<file path="config.mk">
export PLATFORM = sky130hd
export DESIGN_NAME = dht_ctrl
export DESIGN_NICKNAME = d
export VERILOG_FILES = /design/src/rtl/direct_mapped_hash_table_top_assert.svh /design/src/rtl/dht_pkg.sv /design/src/rtl/dht_ctrl.sv
export SDC_FILE = /design/constraint.sdc
export NUM_CORES = 1
export LEC_CHECK = 0
export CELL_PAD_IN_SITES_DETAIL_PLACEMENT = 0
export CELL_PAD_IN_SITES_GLOBAL_PLACEMENT = 1
export CORE_UTILIZATION = 35
export CTS_CLUSTER_SIZE = 14
export DETAILED_ROUTE_END_ITERATION = 6
export DONT_BUFFER_PORTS = 1
export PLACE_DENSITY = 0.65
export SYNTH_ARGS = -nofsm -noshare
export SYNTH_HDL_FRONTEND = slang
export SYNTH_SLANG_ARGS = --single-unit
</file>
<file path="constraint.sdc">
create_clock -name clk -period 3.2 [get_ports clk]
set_clock_uncertainty 0.15 [all_clocks]
set_input_delay 0.32 -clock clk [delete_from_list [all_inputs] [get_ports clk]]
set_output_delay 0.32 -clock clk [all_outputs]
set_load 0.02 [all_outputs]
</file>
<file path="src/rtl/direct_mapped_hash_table_top_assert.svh">
// assertion macros for the direct-mapped hash table
`ifndef DIRECT_MAPPED_HASH_TABLE_TOP_ASSERT_SVH
`define DIRECT_MAPPED_HASH_TABLE_TOP_ASSERT_SVH

// same-cycle implication, sampled on clk, off while rst_n is low
`define DHT_ASSERT_IMP(lbl, ante, cons, msg) \
  lbl: assert property (@(posedge clk) disable iff (!rst_n) (ante) |-> (cons)) \
    else $error(msg);

// next-cycle implication, sampled on clk, off while rst_n is low
`define DHT_ASSERT_NXT(lbl, ante, cons, msg) \
  lbl: assert property (@(posedge clk) disable iff (!rst_n) (ante) |=> (cons)) \
    else $error(msg);

`endif

</file>
<file path="src/rtl/dht_pkg.sv">
// shared constants, codes and controller/datapath interface types
`default_nettype none
package dht_pkg;

  localparam int MAX_BUCKETS  = 1024;
  localparam int INIT_BUCKETS = (16 > MAX_BUCKETS) ? MAX_BUCKETS : 16;
  localparam int HASH_W       = 32;
  localparam int VALUE_W      = 32;
  localparam int SLOT_W       = $clog2(MAX_BUCKETS);
  localparam int CNT_W        = SLOT_W + 1;
  localparam int WORD_W       = 1 + HASH_W + VALUE_W;

  typedef enum logic [1:0] {
    ACT_INSERT = 2'd0,
    ACT_FIND   = 2'd1,
    ACT_ERASE  = 2'd2,
    ACT_CLEAR  = 2'd3
  } action_t;

  typedef enum logic [2:0] {
    ST_INSERTED  = 3'd0,
    ST_PRESENT   = 3'd1,
    ST_NOT_FOUND = 3'd2,
    ST_ERASED    = 3'd3,
    ST_CLEARED   = 3'd4,
    ST_FULL      = 3'd5
  } status_t;

  typedef enum logic [3:0] {
    S_INIT, S_IDLE, S_RD, S_CHK, S_CLR, S_G_RD, S_G_CHK, S_G_MV, S_G_KILL, S_RESP
  } state_t;

  typedef enum logic [1:0] {
    RD_NONE, RD_SLOT, RD_IDX
  } rd_op_t;

  typedef enum logic [2:0] {
    WR_NONE, WR_NEW, WR_KILL_SLOT, WR_KILL_IDX, WR_MOVE
  } wr_op_t;

  typedef struct packed {
    logic    load;
    rd_op_t  rd;
    wr_op_t  wr;
    logic    idx_clr;
    logic    idx_inc;
    logic    cnt_inc;
    logic    cnt_dec;
    logic    cnt_clr;
    logic    bt_double;
    logic    res_ld;
    status_t res_status;
  } dht_cmd_t;

  typedef struct packed {
    action_t action;
    logic    hit;
    logic    occupied;
    logic    at_max;
    logic    move;
    logic    idx_last_bt;
    logic    idx_last_max;
    logic    out_free;
  } dht_sts_t;

endpackage
`default_nettype wire

</file>
<file path="src/rtl/dht_ctrl.sv">
// controller state machine: sequences lookups, sweeps and rehash passes
`default_nettype none
module dht_ctrl
  import dht_pkg::*;
(
  input  wire logic     clk,
  input  wire logic     rst_n,
  input  wire logic     in_tvalid,
  output logic          in_tready,
  input  var  dht_sts_t sts,
  output dht_cmd_t      cmd
);

  state_t  state_r, state_nxt;
  status_t status_r, status_nxt;

  always_ff @(posedge clk) begin
    if (!rst_n) begin
      state_r  <= S_INIT;
      status_r <= ST_NOT_FOUND;
    end else begin
      state_r  <= state_nxt;
      status_r <= status_nxt;
    end
  end

  always_comb begin
    state_nxt  = state_r;
    status_nxt = status_r;
    cmd        = '0;
    cmd.rd     = RD_NONE;
    cmd.wr     = WR_NONE;
    cmd.res_status = status_r;
    in_tready  = 1'b0;
    unique case (state_r)
      S_INIT: begin
        cmd.wr      = WR_KILL_IDX;
        cmd.idx_inc = 1'b1;
        if (sts.idx_last_max) begin
          cmd.idx_clr = 1'b1;
          state_nxt   = S_IDLE;
        end
      end
      S_IDLE: begin
        in_tready = 1'b1;
        if (in_tvalid) begin
          cmd.load  = 1'b1;
          state_nxt = S_RD;
        end
      end
      S_RD: begin
        if (sts.action == ACT_CLEAR) begin
          cmd.idx_clr = 1'b1;
          state_nxt   = S_CLR;
        end else begin
          cmd.rd    = RD_SLOT;
          state_nxt = S_CHK;
        end
      end
      S_CLR: begin
        cmd.wr      = WR_KILL_IDX;
        cmd.idx_inc = 1'b1;
        if (sts.idx_last_bt) begin
          cmd.idx_clr = 1'b1;
          cmd.cnt_clr = 1'b1;
          status_nxt  = ST_CLEARED;
          state_nxt   = S_RESP;
        end
      end
      S_CHK: begin
        state_nxt = S_RESP;
        case (sts.action)
          ACT_INSERT: begin
            if (sts.hit) begin
              status_nxt = ST_PRESENT;
            end else if (!sts.occupied) begin
              cmd.wr      = WR_NEW;
              cmd.cnt_inc = 1'b1;
              status_nxt  = ST_INSERTED;
            end else if (sts.at_max) begin
              status_nxt = ST_FULL;
            end else begin
              cmd.idx_clr = 1'b1;
              state_nxt   = S_G_RD;
            end
          end
          ACT_FIND: begin
            status_nxt = sts.hit ? ST_PRESENT : ST_NOT_FOUND;
          end
          ACT_ERASE: begin
            if (sts.hit) begin
              cmd.wr      = WR_KILL_SLOT;
              cmd.cnt_dec = 1'b1;
              status_nxt  = ST_ERASED;
            end else begin
              status_nxt = ST_NOT_FOUND;
            end
          end
          default: begin
            status_nxt = ST_CLEARED;
          end
        endcase
      end
      S_G_RD: begin
        cmd.rd    = RD_IDX;
        state_nxt = S_G_CHK;
      end
      S_G_CHK, S_G_KILL: begin
        if (state_r == S_G_KILL) begin
          cmd.wr = WR_KILL_IDX;
        end
        if (state_r == S_G_CHK && sts.move) begin
          state_nxt = S_G_MV;
        end else if (sts.idx_last_bt) begin
          cmd.bt_double = 1'b1;
          cmd.idx_clr   = 1'b1;
          state_nxt     = S_RD;
        end else begin
          cmd.idx_inc = 1'b1;
          state_nxt   = S_G_RD;
        end
      end
      S_G_MV: begin
        cmd.wr    = WR_MOVE;
        state_nxt = S_G_KILL;
      end
      S_RESP: begin
        if (sts.out_free) begin
          cmd.res_ld = 1'b1;
          state_nxt  = S_IDLE;
        end
      end
      default: begin
        state_nxt = S_INIT;
      end
    endcase
  end

endmodule
`default_nettype wire

</file>
==> run summary, run 1 <==
- buffer depth of the longest clock path: 2
- post-layout utilization of the core: 41.4%
- Layout fillers: 222
- ratio of cells with drive above 1 in the final layout: 14.2%
- slew at the pin closest to its max-slew limit: 639 ps
- Detail Route Antenna Nets: 0
- DRC errors left: 0
- Nets: 119
- quantity of gates resized following cts: 0
- endpoint of the lowest-slack register-to-register path: status_r[2]
- TritonCTS Buffers: 3
- number of cells after detailed placement: 128
- CTS clock-pin slew for the worst setup and hold paths: 50 ps
- post-synthesis instance total: 105
- biggest area consumer among synthesized cells: sky130_fd_sc_hd__dfxtp_1
- DIE AREA: 2400 um2
- final count of negative-setup-slack endpoints: 0
- wire length of the first global-routing pass: 3370 um
- combined area of all synthesized cells: 773 um2
- ys flop type: sky130_fd_sc_hd__dfxtp_1
- root buf cell: sky130_fd_sc_hd__clkbuf_4
- Die Y-Extent: 49 um
- RSZ-0062 raised after global routing: false
- status: completed
- DR vias: 809
- Reg2Reg Setup Slack: 1270 ps
- achievable frequency: 384 MHz
- Max IR drop VDD: 285 uV
- Unique masters post-synth: 43
- worst hold start: rst_n
- class of the most critical hold timing path: primary input to flip-flop
- Detailed Place HPWL: 1520 um
- antenna violations before repair: 0
- Total Neg Setup Slack: 0 ps
- floorplan row count: 16
- flop and latch count out of synthesis: 7
- Final Hold Violating Endpoints: 0
- warnings from Yosys: 0
- crit share post-route: 81.5%
- PortBufs: 0
- post-synthesis net count: 117
- Yosys top cell area share: 18.1%
- 1st-pass router iterations: 4
- Avg Inst Size Synth: 7.36 um2
- vias in the first global route: 732
- most used standard cell by instance count after synthesis: sky130_fd_sc_hd__nor2_1
- cell types occupying the most area after synthesis: sky130_fd_sc_hd__dfxtp_1 18%, sky130_fd_sc_hd__nor2_1 6.3%, sky130_fd_sc_hd__and3_1 4.9%, sky130_fd_sc_hd__nand2b_1 4.0%, sky130_fd_sc_hd__nor2b_1 4.0%
- overall power of the completed layout: 313 uW
- most frequent cells after synthesis: 13 x sky130_fd_sc_hd__nor2_1, 7 x sky130_fd_sc_hd__dfxtp_1, 6 x sky130_fd_sc_hd__and3_1
- endpoint arrival time on the critical path: 2140 ps
- Post-synth EDFFs: 0
- sequential fraction of the synthesis area: 18.1%
- total routed wirelength: 2070 um
- average via count per standard cell: 6.08
- final weighted congestion of routability-driven global placement: 0.834
- critical register-to-register path startpoint: state_r[0]
- violation count after the first detailed-routing iteration: 11
- sink of the worst hold path: status_r[2]
- global routing usage summed across all routing layers: 18.2%
- leakage power of the design: 0.340 nW
- endpoint kind of the worst setup timing path: primary output
- final cell count without fillers: 133
- total overflow reported by the global router: 0
- final count of pins violating max slew: 0
- kind of start point of the critical path: flip-flop
- Placeable Area: 2020 um2
- total power per unit cell area: 374 nW/um2
- Die X: 49 um
- largest net degree at the start of global routing: 23
- count of cells along the worst hold path: 1
- count of pins on the block boundary: 29
- final critical path time including I/O delays and setup: 2610 ps
- clock latency reported for the late side of the worst-skew pair: 250 ps
- initial core utilization: 38.2%
- class of the most critical setup path: flip-flop to primary output
- area added between synthesis and finish: 8.25%
- max cap viols: 0
- hold buffer count at cts: 1
- number of diodes added for antenna fixing: 0
- CTS tree: built
- setup bufs post-CTS: 0
- Register-to-Register Path Depth: 4
- largest driver fanout on the critical path: 21
- Slew Limit Headroom: 57.1%
- mean routed wirelength per cell: 15.5 um
- deepest level of the CTS H-tree: 1
- share of flip-flops with an asynchronous set or reset after synthesis: 0%
- data required time of the worst path: 2730 ps
- Sinks on Clock Net: 7
-- per-stage QoR --
step	setup WS, ps	instance area (um2)	hold slack, ps
after floorplan	1000	773	249
after global placement	949	801	254
after detailed placement	858	801	257
after CTS	583	837	42.9
after global routing	365	837	30.2
final	593	837	53.2
-- cells in the final DEF, fill, tap and decap left out, types with 3 or more instances in the layout --
cell type and n:
sky130_fd_sc_hd__nand2_1 3, sky130_fd_sc_hd__nor2b_1 5, sky130_fd_sc_hd__dfxtp_1 7, sky130_fd_sc_hd__buf_4 4
sky130_fd_sc_hd__nand3_1 4, sky130_fd_sc_hd__inv_1 3, sky130_fd_sc_hd__clkbuf_4 3, sky130_fd_sc_hd__nand2b_1 5
sky130_fd_sc_hd__a21boi_0 3, sky130_fd_sc_hd__nor2_1 13, sky130_fd_sc_hd__a21o_1 3, sky130_fd_sc_hd__nand3b_1 3
sky130_fd_sc_hd__a21oi_1 4, sky130_fd_sc_hd__and3_1 6
-- cell families after synthesis --
| logic type | share of synthesized area (%) |
|---|---|
| and+or+nand+nor | 41.6 |
| AOI/OAI and AO/OA | 31.6 |
| buffers and inverters | 6.15 |
| DFF | 18.1 |
| muxes | 2.59 |
-- registers in the layout, summed over array words and instances (netlist names) --
| name | cells |
|---|---|
| status_r | 3 |
| state_r | 4 |
-- critical path: stages (launching register included) --
cell	delay (ps)
sky130_fd_sc_hd__dfxtp_1	710
sky130_fd_sc_hd__nand2_1	240
sky130_fd_sc_hd__nor3_1	350
sky130_fd_sc_hd__and3_1	360
sky130_fd_sc_hd__a21o_1	220
-- how the worst max path moves through the flow --
stage,cells after the start,endpoint,slack (ps),start
after floorplan,5,cmd[9],1000,state_r[3]
after global placement,4,cmd[11],950,state_r[0]
after detailed placement,4,cmd[11],860,state_r[0]
after CTS,4,cmd[11],580,state_r[0]
after global routing,4,cmd[11],370,state_r[0]
final,4,cmd[11],590,state_r[0]
-- per-layer routing --
layer	vias to the layer above	global-route usage, %	wire length (um)
li1	402	-	-
met1	381	24.8	956
met2	26	27.1	957
met3	0	8.10	153
met4	0	1.47	0
met5	-	0	0
-- where the power goes --
group | leakage, nW | internal (mW) | switching [mW]
clock network | 0.0150 | 0.0476 | 0.0320
registers | 0.0570 | 0.0944 | 0.0165
logic | 0.268 | 0.0472 | 0.0755
total | 0.340 | 0.189 | 0.124
-- layout make-up --
| class | count | area [um2] | share of cell area [%] |
|---|---|---|---|
| multi-input cells | 87 | 586 | 70.0 |
| inverters | 3 | 11.3 | 1.35 |
| flip-flops and latches | 7 | 140 | 16.7 |
| clock buffers | 4 | 26.3 | 3.14 |
| repair buffers | 5 | 40.0 | 4.78 |
| well taps | 27 | 33.8 | 4.04 |
Power figures use the tool's default switching activity.
==> run 2: changes to the inputs <==
Settings changed: ABC_AREA set to 1, PLACE_DENSITY 0.65 to 0.71.
Clock period 3.2 ns to 2.7 ns, I/O delays scaled along.
==> run summary, run 2 <==
- TritonCTS Buffers: 3, unchanged
- Total Neg Setup Slack: 0 ps, unchanged
- critical path, cell by cell: nor2_1 -> nand2_1 -> o2111ai_1
- class of the most critical hold timing path: primary input to flip-flop
- total overflow reported by the global router: 0, unchanged
- sink of the worst hold path: state_r[0]
- average via count per standard cell: 5.08, -16%
- top flop regs: state_r: 4 flops, status_r: 3 flops
- CTS tree: built
- sequential fraction of the synthesis area: 22.9%, +4.8 points
- endpoint of the lowest-slack register-to-register path: state_r[0]
- max cap viols: 0, unchanged
- Avg Inst Size Synth: 5.32 um2, -28%
- vias in the first global route: 635, -13%
- class of the most critical setup path: flip-flop to primary output
- largest net degree at the start of global routing: 8, -65%
- DR vias: 691, -15%
- total power per unit cell area: 719 nW/um2, +92%
- CTS clock-pin slew for the worst setup and hold paths: 50 ps, about the same
- Yosys top cell area share: 22.9%, +4.8 points
- wire length of the first global-routing pass: 2620 um, -22%
- Final Hold Violating Endpoints: 0, unchanged
- global routing met1 resource utilization: 20.5%, -4.4 points
- hold slack final: 29.7 ps, -23.5 ps
- clock latency reported for the late side of the worst-skew pair: 250 ps, about the same
- Post-synth EDFFs: 0, unchanged
- count of cells along the worst hold path: 2, +1
- Slew Limit Headroom: 56.7%, -0.35 points
- post-synthesis instance total: 115, +9.5%
- antenna violations before repair: 0, unchanged
- endpoint kind of the worst setup timing path: primary output
- family of cells with the greatest summed delay on the critical path: simple AND/OR/NAND/NOR gates
- GR Layer Usage met3: 7.92%, -0.18 points
- most crowded layer after global routing: met2
- max FFs per register: 4, unchanged
- final weighted congestion of routability-driven global placement: 0.765, -8.3%
- mean routed wirelength per cell: 11.3 um, -27%
- Register-to-Register Path Depth: 8, +4
- PortBufs: 0, unchanged
- Final WS setup: 735 ps, +143 ps
- DRC errors left: 3, +3
- hold buffer count at cts: 1, unchanged
- final critical path time including I/O delays and setup: 1960 ps
- initial core utilization: 38.8%, +0.57 points
- violation count after the first detailed-routing iteration: 15, +4
- Unique masters post-synth: 18, -58%
- Die Y-Extent: 43.8 um, -11%
- most frequent cells after synthesis: 33 x sky130_fd_sc_hd__nand2_1, 24 x sky130_fd_sc_hd__nor2_1, 19 x sky130_fd_sc_hd__inv_1, 10 x sky130_fd_sc_hd__nand3_1, 7 x sky130_fd_sc_hd__dfxtp_1
- critical register-to-register path startpoint: state_r[1]
- share of flip-flops with an asynchronous set or reset after synthesis: 0%, unchanged
- cell types occupying the most area after synthesis: sky130_fd_sc_hd__dfxtp_1 23%, sky130_fd_sc_hd__nand2_1 20%, sky130_fd_sc_hd__nor2_1 15%, sky130_fd_sc_hd__inv_1 12%, sky130_fd_sc_hd__nand3_1 8.2%
- failing checks: design-rule violations
- worst setup slack before clock tree synthesis: 1010 ps, +148 ps
- total routed wirelength: 1540 um, -25%
- status: finished with violations
- slew at the pin closest to its max-slew limit: 642 ps, +3.40 ps
- flop and latch count out of synthesis: 7, unchanged
- Detailed Place HPWL: 1310 um, -14%
- kind of start point of the critical path: flip-flop
- commonest non-fill, non-tap cell in the layout: sky130_fd_sc_hd__nand2_1
- ratio of cells with drive above 1 in the final layout: 9.17%, -5.0 points
- Nets: 133, +12%
- quantity of gates resized following cts: 0, unchanged
- combined flip-flop and latch cell area: 140 um2, unchanged
- Sinks on Clock Net: 7, unchanged
- final count of pins violating max slew: 0, unchanged
- DIE AREA: 1920 um2, -20%
- Layout fillers: 202, -9.0%
- Placeable Area: 1580 um2, -22%
- global routing usage summed across all routing layers: 18.4%, +0.20 points
- data required time of the worst path: 2280 ps, -450 ps
- multi-input logic area: 393 um2, -33%
- ys flop type: sky130_fd_sc_hd__dfxtp_1
- number of cells after detailed placement: 131, +2.3%
- Max IR drop VDD: 384 uV, +35%
- largest driver fanout on the critical path: 7, -67%
- crit share post-route: 72.8%
- most used standard cell by instance count after synthesis: sky130_fd_sc_hd__nand2_1
- post-synthesis net count: 127, +8.5%
- buffer depth of the longest clock path: 2, unchanged
- overall power of the completed layout: 481 uW, +53%
- Reg2Reg Setup Slack: 1010 ps, -260 ps
- final count of negative-setup-slack endpoints: 0, unchanged
- worst hold start: rst_n
- endpoint arrival time on the critical path: 1540 ps, -600 ps
- Detail Route Antenna Nets: 0, unchanged
- floorplan row count: 14, -2
- combined area of all synthesized cells: 612 um2, -21%
- 1st-pass router iterations: 6, +2
- achievable frequency: 509 MHz
- RSZ-0062 raised after global routing: false
- commonest cells after routing, fill and taps aside: 33 x sky130_fd_sc_hd__nand2_1, 24 x sky130_fd_sc_hd__nor2_1, 19 x sky130_fd_sc_hd__inv_1, 10 x sky130_fd_sc_hd__nand3_1, 7 x sky130_fd_sc_hd__dfxtp_1
- routing usage on met2: 33.1%, +6.1 points
- worst stage delay on the critical path: 460 ps, -250 ps
- count of pins on the block boundary: 29, unchanged
- setup bufs post-CTS: 0, unchanged
- warnings from Yosys: 0, unchanged
- deepest level of the CTS H-tree: 1, unchanged
- top register by number of flip-flops: state_r
- final cell count without fillers: 136, +2.3%
- area added between synthesis and finish: 9.20%
- number of diodes added for antenna fixing: 0, unchanged
- Slowest cell on crit path: sky130_fd_sc_hd__o2111ai_1
- Die X: 43.8 um, -11%
- root buf cell: sky130_fd_sc_hd__clkbuf_4
- leakage power of the design: 0.361 nW, +6.3%
- worst path bufs/invs: 0, unchanged
- biggest area consumer among synthesized cells: sky130_fd_sc_hd__dfxtp_1
## run 2: area by class of cell
class	instances	share of cell area, %
clock buffers	4	3.93
multi-input cells	87	58.8
well taps	16	3.00
repair buffers	1	1.50
inverters	21	11.8
flip-flops and latches	7	21.0
## run 2: stage by stage
stage,utilization [%],instance area [um2]
5_1_grt,42.4,668
2_1_floorplan,-,612
6_report,42.4,668
3_3_place_gp,40.1,632
3_5_place_dp,40.1,632
4_1_cts,42.4,668
## run 2: per-layer routing
| layer | part of all wire (%) | vias up |
|---|---|---|
| li1 | - | 364 |
| met1 | 41 | 304 |
| met2 | 52 | 23 |
| met3 | 6.4 | 0 |
| met4 | 0 | 0 |
| met5 | 0 | - |
## run 2: worst max-delay path by stage
| stage | from | to | slack [ps] | cells past startpoint |
|---|---|---|---|---|
| global placement | state_r[1] | state_r[0] | 980 | 8 |
| global route | state_r[0] | cmd[9] | 590 | 3 |
| detailed placement | state_r[0] | cmd[9] | 1010 | 3 |
| finish | state_r[0] | cmd[9] | 740 | 3 |
| floorplan | state_r[0] | cmd[9] | 1120 | 3 |
| CTS | state_r[0] | cmd[9] | 730 | 3 |
## run 2: where the power goes
group | switching (mW) | leakage (nW) | total [mW] | internal [mW]
Combinational | 0.180 | 0.289 | 0.243 | 0.0624
Sequential | 0.0222 | 0.0569 | 0.143 | 0.121
Clock | 0.0386 | 0.0150 | 0.0950 | 0.0564
## run 2: kinds of logic after synthesis
| kind of cell | synth area share, % |
|---|---|
| buffers and inverters | 12.9 |
| DFF | 22.9 |
| and+or+nand+nor | 53.4 |
| AOI/OAI and AO/OA | 10.8 |
